### src/design/message_buffer_page_allocator_defines.svh
// Assertion macros shared by the page allocator RTL.
`ifndef MESSAGE_BUFFER_PAGE_ALLOCATOR_DEFINES_SVH
`define MESSAGE_BUFFER_PAGE_ALLOCATOR_DEFINES_SVH

// Same-cycle implication, checked outside reset.
`define MBPA_ASSERT_NOW(label, ante, cons, msg) \
	label: assert property (@(posedge clk) disable iff (!arst_n) (ante) |-> (cons)) \
		else $error(msg);

// Next-cycle implication, checked outside reset.
`define MBPA_ASSERT_NEXT(label, ante, cons, msg) \
	label: assert property (@(posedge clk) disable iff (!arst_n) (ante) |=> (cons)) \
		else $error(msg);

`endif

### src/design/mbpa_ram.sv
// Generic single-port-write, single-port-read RAM with registered read data.
`timescale 1ns / 1ps
module mbpa_ram #(
	parameter int WIDTH = 8,
	parameter int DEPTH = 16
) (
	input  logic                     clk,
	input  logic                     we,
	input  logic [$clog2(DEPTH)-1:0] waddr,
	input  logic [WIDTH-1:0]         wdata,
	input  logic [$clog2(DEPTH)-1:0] raddr,
	output logic [WIDTH-1:0]         rdata
);
	logic [WIDTH-1:0] mem [DEPTH];

	always_ff @(posedge clk) begin
		if (we) begin
			mem[waddr] <= wdata;
		end
		rdata <= mem[raddr];
	end
endmodule

### config.mk
export PLATFORM = sky130hd
export DESIGN_NAME = mbpa_ram
export DESIGN_NICKNAME = d
export VERILOG_FILES = /design/src/design/message_buffer_page_allocator_defines.svh /design/src/design/mbpa_ram.sv
export SDC_FILE = /design/constraint.sdc
export NUM_CORES = 1
export LEC_CHECK = 0
export ABC_AREA = 1
export BUFFER_PORTS_ARGS = -buffer_cell sky130_fd_sc_hd__buf_2
export CORE_ASPECT_RATIO = 2
export CORE_UTILIZATION = 25
export DETAILED_ROUTE_END_ITERATION = 10
export PLACE_DENSITY = 0.42
export SYNTH_ARGS = -nofsm -noshare
export SYNTH_HDL_FRONTEND = slang
export SYNTH_SLANG_ARGS = --single-unit
### constraint.sdc
create_clock -name clk -period 2.85 [get_ports clk]
set_input_delay 0.1425 -clock clk [delete_from_list [all_inputs] [get_ports clk]]
set_output_delay 0.1425 -clock clk [all_outputs]
set_load 0.02 [all_outputs]
==> flow_summary.ini, run 1 <==
[outcome]
status = completed

[drt]
wl_um = 14670
vias = 3739
drc_errors = 0
drt_iter0_markers = 245
drtAntennaViolNets = 0
wire_per_inst_um = 16.79
via_per_inst = 4.278
drt_pass1_iterations = 4

[min_path]
holdCritPathClass = primary input to register

[setup_path]
endpoint_kind = register
required_ps = 3210
critPathLaunchType = primary input
slowest_delay_ps = 630
cp_common_cell = nand2_1
critical_path.slowest_cell = inv_2
crit_chain = buf_2, inv_2, buf_4, nand2_1, nand2_1, nand2_1, nand3_1, nand3_1, nand2_1
crit_type = primary input to register
crit_arrival_ps = 1660
worst-path-max-fanout = 51

[synth]
synth_top_family_by_area = simple AND/OR/NAND/NOR gates
yosysUniqueCellTypes = 12
netlist_top_cells_area = edfxtp_1 67%, nand2_1 11%, nand3_1 8.4%, inv_1 6.5%, dfxtp_1 2.8%
synthSimpleGateAreaFrac_pct = 21.05
syn_inst = 551
syn_area_um2 = 5767
syn_avg_cell_area_um2 = 10.47
synth_largest_area_cell = edfxtp_1
post_synth_xor_area_fraction_pct = 0
yosys_warnings = 0
synth-seq-cells = 136
synthesis.nets = 569
synth_compound_area_share_pct = 0
synth_mux_area_share_pct = 0
synth_top_cell_area_share_pct = 66.65
synth_fa_ha_area_share_pct = 0
yosysSeqAreaShare_pct = 69.43

[pwr]
p_per_area_nw_per_um2 = 695.8
total_power_mw = 4.676
power.leakage_nw = 2.845
peakVddDrop_uv = 365.3

[floorplan]
die_y_um = 216.8
die-width_um = 109.4
coreArea_um2 = 22640
num_rows = 78
initial_core_util_pct = 25.47
dieArea_um2 = 23720
pin_count = 26

[timing]
drv_slew = 0
period_needed_ps = 1294
fin_crit_sh_pct = 45.42
worst_slew_pin_slew_ps = 962.0
slew_headroom_pct = 35.63
setup_violations = 0
hold_viol = 0
hold_slack_ps = 112.1
rsz0062_at_grt = no
fin_setup_tns_ps = 0
fmax_mhz = 772.6
skew_ps = 5.838

[global_routing]
grt_pass1_wl_um = 22440
grt_usage_pct = 13.61
grt_max_degree = 65
antenna_found_initial = 0
overflow = 0
grt_pass1_vias = 3805

[clocking]
ctsHoldBuffers = 0
numCtsBuffers = 17
ctsLongestPathBuffers = 2
clkSinkCount = 136
cts_resized = 0
cts_setup_buffers = 0
cts_root_buf = clkbuf_16
path_clk_slew_ps = 60
cts_tree = yes
h-tree-depth = 4
worstSkewPairLatency_ps = 420

[place]
port-buffer-count = 25
place.gp.congestion = 0.7841
hpwl_um = 9784

[final_layout]
final_common_cell = nand2_1
final_cell_mix = 173 x nand2_1, 128 x edfxtp_1, 100 x inv_1, 97 x nand3_1, 25 x buf_2
layout-drive-gt1-share_pct = 10.27
syn2layout_area_growth_pct = 16.53
nets = 599
final_core_util_pct = 29.68
num_antenna_cells = 0

[job]
drv_cap = 0
power by group:
part	internal (mW)	switching (mW)	leakage [nW]
sequential	2.24	0.0136	1.22
clock	1.35	0.791	0.279
combinational	0.0752	0.205	1.34
total	3.67	1.01	2.84
kinds of logic (layout without fill, tap and decap cells):
| logic type | Yosys count | in the layout |
|---|---|---|
| buffers and inverters | 126 | 169 |
| DFF | 136 | 136 |
| and+or+nand+nor | 289 | 289 |
stage by stage:
| stage | instances | worst slack, ps | cell area, um2 |
|---|---|---|---|
| 2_1_floorplan | 551 | 1757 | 5767 |
| 3_3_place_gp | 842 | 1109 | 6151 |
| 3_5_place_dp | 842 | 1079 | 6151 |
| 4_1_cts | 874 | 1531 | 6720 |
| 5_1_grt | 874 | 1416 | 6720 |
| 6_report | 874 | 1556 | 6720 |
final cells by class:
type	instances	area, um2
Fill cell	2361	15920
Sequential cell	136	4004
Multi-Input combinational cell	289	1214
Clock buffer	20	436.7
Inverter	102	382.9
Tap cell	280	350.3
Timing Repair Buffer	35	200.2
Clock inverter	12	132.6
Yosys cell counts (all sizes together):
| master | n |
|---|---|
| inv | 102 |
| edfxtp | 128 |
| nand3 | 97 |
| nor2 | 17 |
| dfxtp | 8 |
| nand2 | 173 |
| buf | 24 |
| nand3b | 2 |
registers in the layout (all words and copies together) (netlist names):
| name | flops |
|---|---|
| mem | 128 |
| rdata | 8 |
critical path, delay by kind of cell:
| family | cells | cell delay (ps) |
|---|---|---|
| and+or+nand+nor | 6 | 440 |
| buffers and inverters | 3 | 1020 |
path summary, 6_finish.rpt:
check	startpoint	to	slack [ps]	cells past startpoint
hold reg to reg	mem[12][5]$_DFFE_PP_	rdata[5]$_DFF_P_	660	6
hold / removal	raddr[3]	rdata[6]$_DFF_P_	110	3
setup / recovery	raddr[0]	rdata[3]$_DFF_P_	1560	9
setup reg to reg	mem[4][1]$_DFFE_PP_	rdata[1]$_DFF_P_	1760	6
routing by layer:
metal	part of all wire, %	GRT usage, %	vias up
li1	-	-	1831
met3	3.7	3.115	24
met5	0	0	-
met1	36	13.94	1800
met4	3.9	7.556	0
met2	57	24.72	84
No activity file was read; power rests on OpenSTA's default activity.
==> run 2, diff against run 1 <==
--- a/config.mk
+++ b/config.mk
@@ -10,7 +10,7 @@
 export CORE_ASPECT_RATIO = 2
 export CORE_UTILIZATION = 25
 export DETAILED_ROUTE_END_ITERATION = 10
-export PLACE_DENSITY = 0.42
+export PLACE_DENSITY = 0.44
 export SYNTH_ARGS = -nofsm -noshare
 export SYNTH_HDL_FRONTEND = slang
 export SYNTH_SLANG_ARGS = --single-unit
==> constraint.sdc (replaced) <==
create_clock -name clk -period 1 [get_ports clk]
set_input_delay 0.05 -clock clk [delete_from_list [all_inputs] [get_ports clk]]
set_output_delay 0.05 -clock clk [all_outputs]
set_load 0.02 [all_outputs]
==> run 2 against run 1 <==
Global-route usage shrank 0.13 points. Critical path type is now register to output port. Worst setup slack got worse by 1500 ps. Critical path depth down 8. First-iteration DRC count is 2.0% lower. Via count increased by 2.3%. Highest routed layer unchanged.
==> flow_summary.ini, run 2 (synthesis results as in run 1) <==
[timing]
rsz0062_at_grt = yes
slew_headroom_pct = 75.03
setup_violations = 0
drv_slew = 0
hold_viol = 0
period_needed_ps = 962.7
fmax_mhz = 1039
skew_ps = 6.761
fin_crit_sh_pct = 96.27
worst_slew_pin_slew_ps = 374.5

[final_layout]
num_antenna_cells = 0
postLayoutCellArea_um2 = 7124
fin_cells = 899
reg_top3 = mem: 128 flops, rdata: 8 flops
syn2layout_area_growth_pct = 23.54
top_register = mem
final_core_util_pct = 31.47
final_common_cell = nand2_1
final_cell_mix = 172 x nand2_1, 128 x edfxtp_1, 100 x inv_1, 73 x nand3_1, 34 x buf_4
fillCellCount = 2325
nets = 624
largest_reg_flops = 128
layout-drive-gt1-share_pct = 19.39

[drt]
drt_iter0_markers = 240
vias = 3826
via_per_inst = 4.256
wire_per_inst_um = 16.24
wl_um = 14600
drt_pass1_iterations = 4
drc_errors = 0
drtAntennaViolNets = 0

[pwr]
power_switching_mw = 2.944
total_power_mw = 13.54
internal-power_mw = 10.59
pwr-share-comb_pct = 6.8
power.share.clock_pct = 45.8
peakVddDrop_uv = 845.4
p_sw_share_pct = 21.75
p_per_area_nw_per_um2 = 1900
power_frac_seq_pct = 47.5
power.leakage_nw = 3.067

[global_routing]
overflow = 0
grt_pass1_wl_um = 22430
gr-usage-met1_pct = 12.99
grt_use_met2_pct = 25.81
grt_max_degree = 58
grt_usage_pct = 13.47
gr-max-usage-layer = met2
use_met3_pct = 2.965
antenna_found_initial = 0
grt_pass1_vias = 3995

[setup_path]
worst-path-max-fanout = 1
critPathLaunchType = register
crit_arrival_ps = 910
reg2reg_slack_ps = 50
slowest_delay_ps = 350
crit_chain = buf_4
required_ps = 950
cp_top_family = flip-flops
cp_num_buf_inv = 1
critical_path.slowest_cell = dfxtp_2
endpoint_kind = output port
crit_type = register to output port

[clocking]
h-tree-depth = 4
clkSinkCount = 136
cts_root_buf = clkbuf_16
worstSkewPairLatency_ps = 430
path_clk_slew_ps = 60
ctsLongestPathBuffers = 2
cts_tree = yes
numCtsBuffers = 17

[outcome]
status = completed

[floorplan]
pin_count = 26
die_y_um = 216.8
coreArea_um2 = 22640
initial_core_util_pct = 25.47
dieArea_um2 = 23720
die-width_um = 109.4
num_rows = 78

[place]
dpl_cell_area_um2 = 6401
hpwl_um = 10180
port-buffer-count = 25
dp.cells = 867
place.gp.congestion = 0.7680

[job]
drv_cap = 0

[min_path]
holdCritPathClass = primary input to register
-- run 2: repair_timing --
item,4_1_cts,5_1_grt
setup endpoints to repair,7,8
hold buffers,0,0
resized for setup,14,19
buffers inserted,0,0
pin swaps,0,8
-- run 2: final timing paths --
kind                                       endpoint  cells after the start            startpoint
worst max-delay path                       rdata[1]                      1      rdata[1]$_DFF_P_
worst min-delay path            mem[5][6]$_DFFE_PP_                      1              wdata[6]
worst max register to register     rdata[7]$_DFF_P_                      6  mem[13][7]$_DFFE_PP_
worst min register to register     rdata[1]$_DFF_P_                      6  mem[12][1]$_DFFE_PP_
-- run 2: layer usage --
metal	vias to the layer above	wire length [um]
li1	1882	-
met1	1845	5262
met2	78	8495
met3	21	452
met4	0	393
met5	-	0
-- run 2: layout make-up --
class / instances / area, um2 / area share, %
tap: 280 / 350.3 / 4.917
multi-input combinational: 289 / 1336 / 18.76
timing repair buffer: 60 / 460.4 / 6.463
inverter: 102 / 382.9 / 5.374
sequential: 136 / 4009 / 56.27
clock inverter: 8 / 93.84 / 1.317
clock buffer: 24 / 491.7 / 6.902
-- run 2: worst reg2reg max path, stage by stage (launching register included) --
cell and delay [ps]:
edfxtp_1 370, inv_1 60, nand2_1 40, nand3_1 90, nand3_1 110, nand3_1 100, nand2_1 70
-- run 2: through the flow --
step,setup slack (ps),hold WS (ps),setup TNS [ps]
finish,37.29,42.96,0
global route,-13.04,45.99,-19.76
CTS,0.7879,30.56,0
detailed placement,-166.8,472.9,-7366
global placement,-155.3,475.0,-5867
floorplan,-0.8445,148.9,-54.05
-- run 2: power groups by stage --
stage               logic (mW)  clock network, mW  registers [mW]
floorplan                0.450                  0            6.57
global placement         0.875                  0            6.54
detailed placement       0.882                  0            6.54
CTS                      0.906               6.31            6.43
global route              1.01               6.50            6.44
finish                   0.914               6.20            6.42
==> run 3, diff against run 2 <==
--- a/config.mk
+++ b/config.mk
@@ -6,10 +6,11 @@
 export NUM_CORES = 1
 export LEC_CHECK = 0
 export ABC_AREA = 1
-export BUFFER_PORTS_ARGS = -buffer_cell sky130_fd_sc_hd__buf_2
+export BUFFER_PORTS_ARGS = -buffer_cell sky130_fd_sc_hd__buf_4
 export CORE_ASPECT_RATIO = 2
 export CORE_UTILIZATION = 25
 export DETAILED_ROUTE_END_ITERATION = 10
+export HOLD_SLACK_MARGIN = 0.15
 export PLACE_DENSITY = 0.44
 export SYNTH_ARGS = -nofsm -noshare
 export SYNTH_HDL_FRONTEND = slang
==> run 3 against run 2 <==
Via count is 1.3% higher. Clock skew is 1.4 ps lower. Clock power is 6.3% higher. Die area stayed put. Largest cell class unchanged.
==> flow_summary.ini, run 3 (synthesis results as in run 1) <==
[setup_path]
cp_top_family = buffers and inverters
crit_chain = buf_4, dlygate4sd3_1, nand3_1, nand3_1, nand2_1
r2r_end = rdata[7]$_DFF_P_
crit_type = primary input to register
cp_num_buf_inv = 2
rr_worst_depth = 6
slowest_delay_ps = 790
startpoint = raddr[2]
reg2reg_slack_ps = 50
r2r-start = mem[15][7]$_DFFE_PP_
critPathLaunchType = primary input
crit_arrival_ps = 1290
cp_common_cell = nand3_1
worst-path-max-fanout = 8
critical_path.slowest_cell = dlygate4sd3_1
endpoint_kind = register
required_ps = 1310

[place]
dp.cells = 864
hpwl_um = 10300
place_ws_ps = -170.9
place.gp.congestion = 0.8352
port-buffer-count = 25

[clocking]
path_clk_slew_ps = 60
numCtsBuffers = 17
cts_setup_buffers = 0
h-tree-depth = 4
cts_tree = yes
worstSkewPairLatency_ps = 420
ctsLongestPathBuffers = 2
cts_root_buf = clkbuf_16
clkSinkCount = 136

[timing]
hold_slack_ps = 187.3
skew_ps = 5.312
period_needed_ps = 971.3
worst_slew_pin_slew_ps = 379.8
rsz0062_at_grt = yes
fin_crit_sh_pct = 97.13
drv_slew = 0
slew_headroom_pct = 74.60
fmax_mhz = 1030
setup_slack_ps = 28.70
hold_viol = 0
setup_violations = 0

[global_routing]
antenna_found_initial = 0
grt_usage_pct = 13.75
overflow = 0
grt_pass1_wl_um = 22660
grt_pass1_vias = 4178
grt_max_degree = 55

[floorplan]
initial_core_util_pct = 25.47
die_y_um = 216.8
dieArea_um2 = 23720
pin_count = 26
die-width_um = 109.4
coreArea_um2 = 22640
num_rows = 78

[final_layout]
fillCellCount = 2320
largest_reg_flops = 128
nets = 632
num_antenna_cells = 0
reg_top3 = mem: 128 flops, rdata: 8 flops
syn2layout_area_growth_pct = 26.84
top_register = mem
final_common_cell = nand2_1
fin_cells = 907
final_cell_mix = 173 x nand2_1, 128 x edfxtp_1, 99 x inv_1, 76 x nand3_1, 48 x buf_4
layout-drive-gt1-share_pct = 18.66

[min_path]
whs_endpoint = rdata[2]$_DFF_P_
holdCritPathClass = primary input to register
worstHoldStart = raddr[2]
whs_path_depth = 5

[drt]
vias = 3875
via_per_inst = 4.272
drt_pass1_iterations = 4
drc_errors = 0
wire_per_inst_um = 16.30
wl_um = 14780
drt_iter0_markers = 160
drtAntennaViolNets = 0

[pwr]
power.leakage_nw = 3.120
p_per_area_nw_per_um2 = 1915
pwr-share-comb_pct = 7.0
power_switching_mw = 2.992
power.share.clock_pct = 47.1
peakVddDrop_uv = 1137
power_frac_seq_pct = 45.9
internal-power_mw = 11.02
p_sw_share_pct = 21.36

[job]
drv_cap = 0

[outcome]
status = completed
-- run 3: cell types whose count changed in the layout (fill, tap and decap cells not counted), moves of 3 or more --
cell,delta
buf_2,-21
buf_4,+14
buf_6,+4
clkbuf_1,-3
clkinvlp_4,+4
dlygate4sd3_1,+11
nand3_1,+3
nand3_2,-3
-- run 3: power groups by stage --
stage / registers [mW] / logic [mW] / clock network (mW)
final: 6.43 / 0.981 / 6.59
after global routing: 6.44 / 1.09 / 6.96
after CTS: 6.44 / 0.962 / 6.73
after detailed placement: 6.55 / 0.918 / 0
after global placement: 6.55 / 0.915 / 0
after floorplan: 6.57 / 0.450 / 0
-- run 3: timing repair --
item	in CTS	in global routing
endpoints found under the hold margin	136	0
pin swaps	0	8
setup endpoints to repair	4	8
resized for setup	8	24
hold buffers	11	0
-- run 3: final cells by class --
class,instances,area [um2],share of cell area (%)
clock buffer,19,452.9,6.192
clock inverter,13,176.4,2.412
inverter,102,386.6,5.286
multi-input combinational,289,1319,18.03
sequential,136,4014,54.88
tap,280,350.3,4.790
timing repair buffer,68,615.6,8.416
-- run 3: worst max-delay path by stage --
stage,endpoint,slack [ps],depth (start not counted)
after floorplan,mem[4][0]$_DFFE_PP_,-0.8,2
after global placement,mem[5][5]$_DFFE_PP_,-150,4
after detailed placement,mem[4][3]$_DFFE_PP_,-170,4
after CTS,rdata[1],5,1
after global routing,rdata[4]$_DFF_P_,-20,6
final,rdata[7]$_DFF_P_,30,5
-- run 3: metrics by stage --
step / power [mW] / utilization [%] / setup TNS [ps] / cell area (um2)
6_report: 14.01 / 32.31 / 0 / 7315
2_1_floorplan: 7.018 / - / -54.05 / 5767
5_1_grt: 14.49 / 32.31 / -43.83 / 7315
4_1_cts: 14.13 / 31.79 / 0 / 7198
3_5_place_dp: 7.467 / 28.45 / -7056 / 6441
3_3_place_gp: 7.464 / 28.45 / -5963 / 6441
-- run 3: routing by layer --
layer  share of wire, %  up-vias  track usage (%)  routed length (um)
met1                 36     1889            12.89                5295
li1                   -     1895                -                   -
met3                2.5       26            2.665                 371
met4                3.7        0            7.956                 550
met2                 58       65            26.46                8567
met5                  0        -                0                   0
-- run 3: worst reg2reg max path: cells and delay by family (launching register included) --
kind / cells / cell delay (ps)
AND/OR/NAND/NOR: 5 / 420
buffers and inverters: 1 / 60
flip-flops: 1 / 360
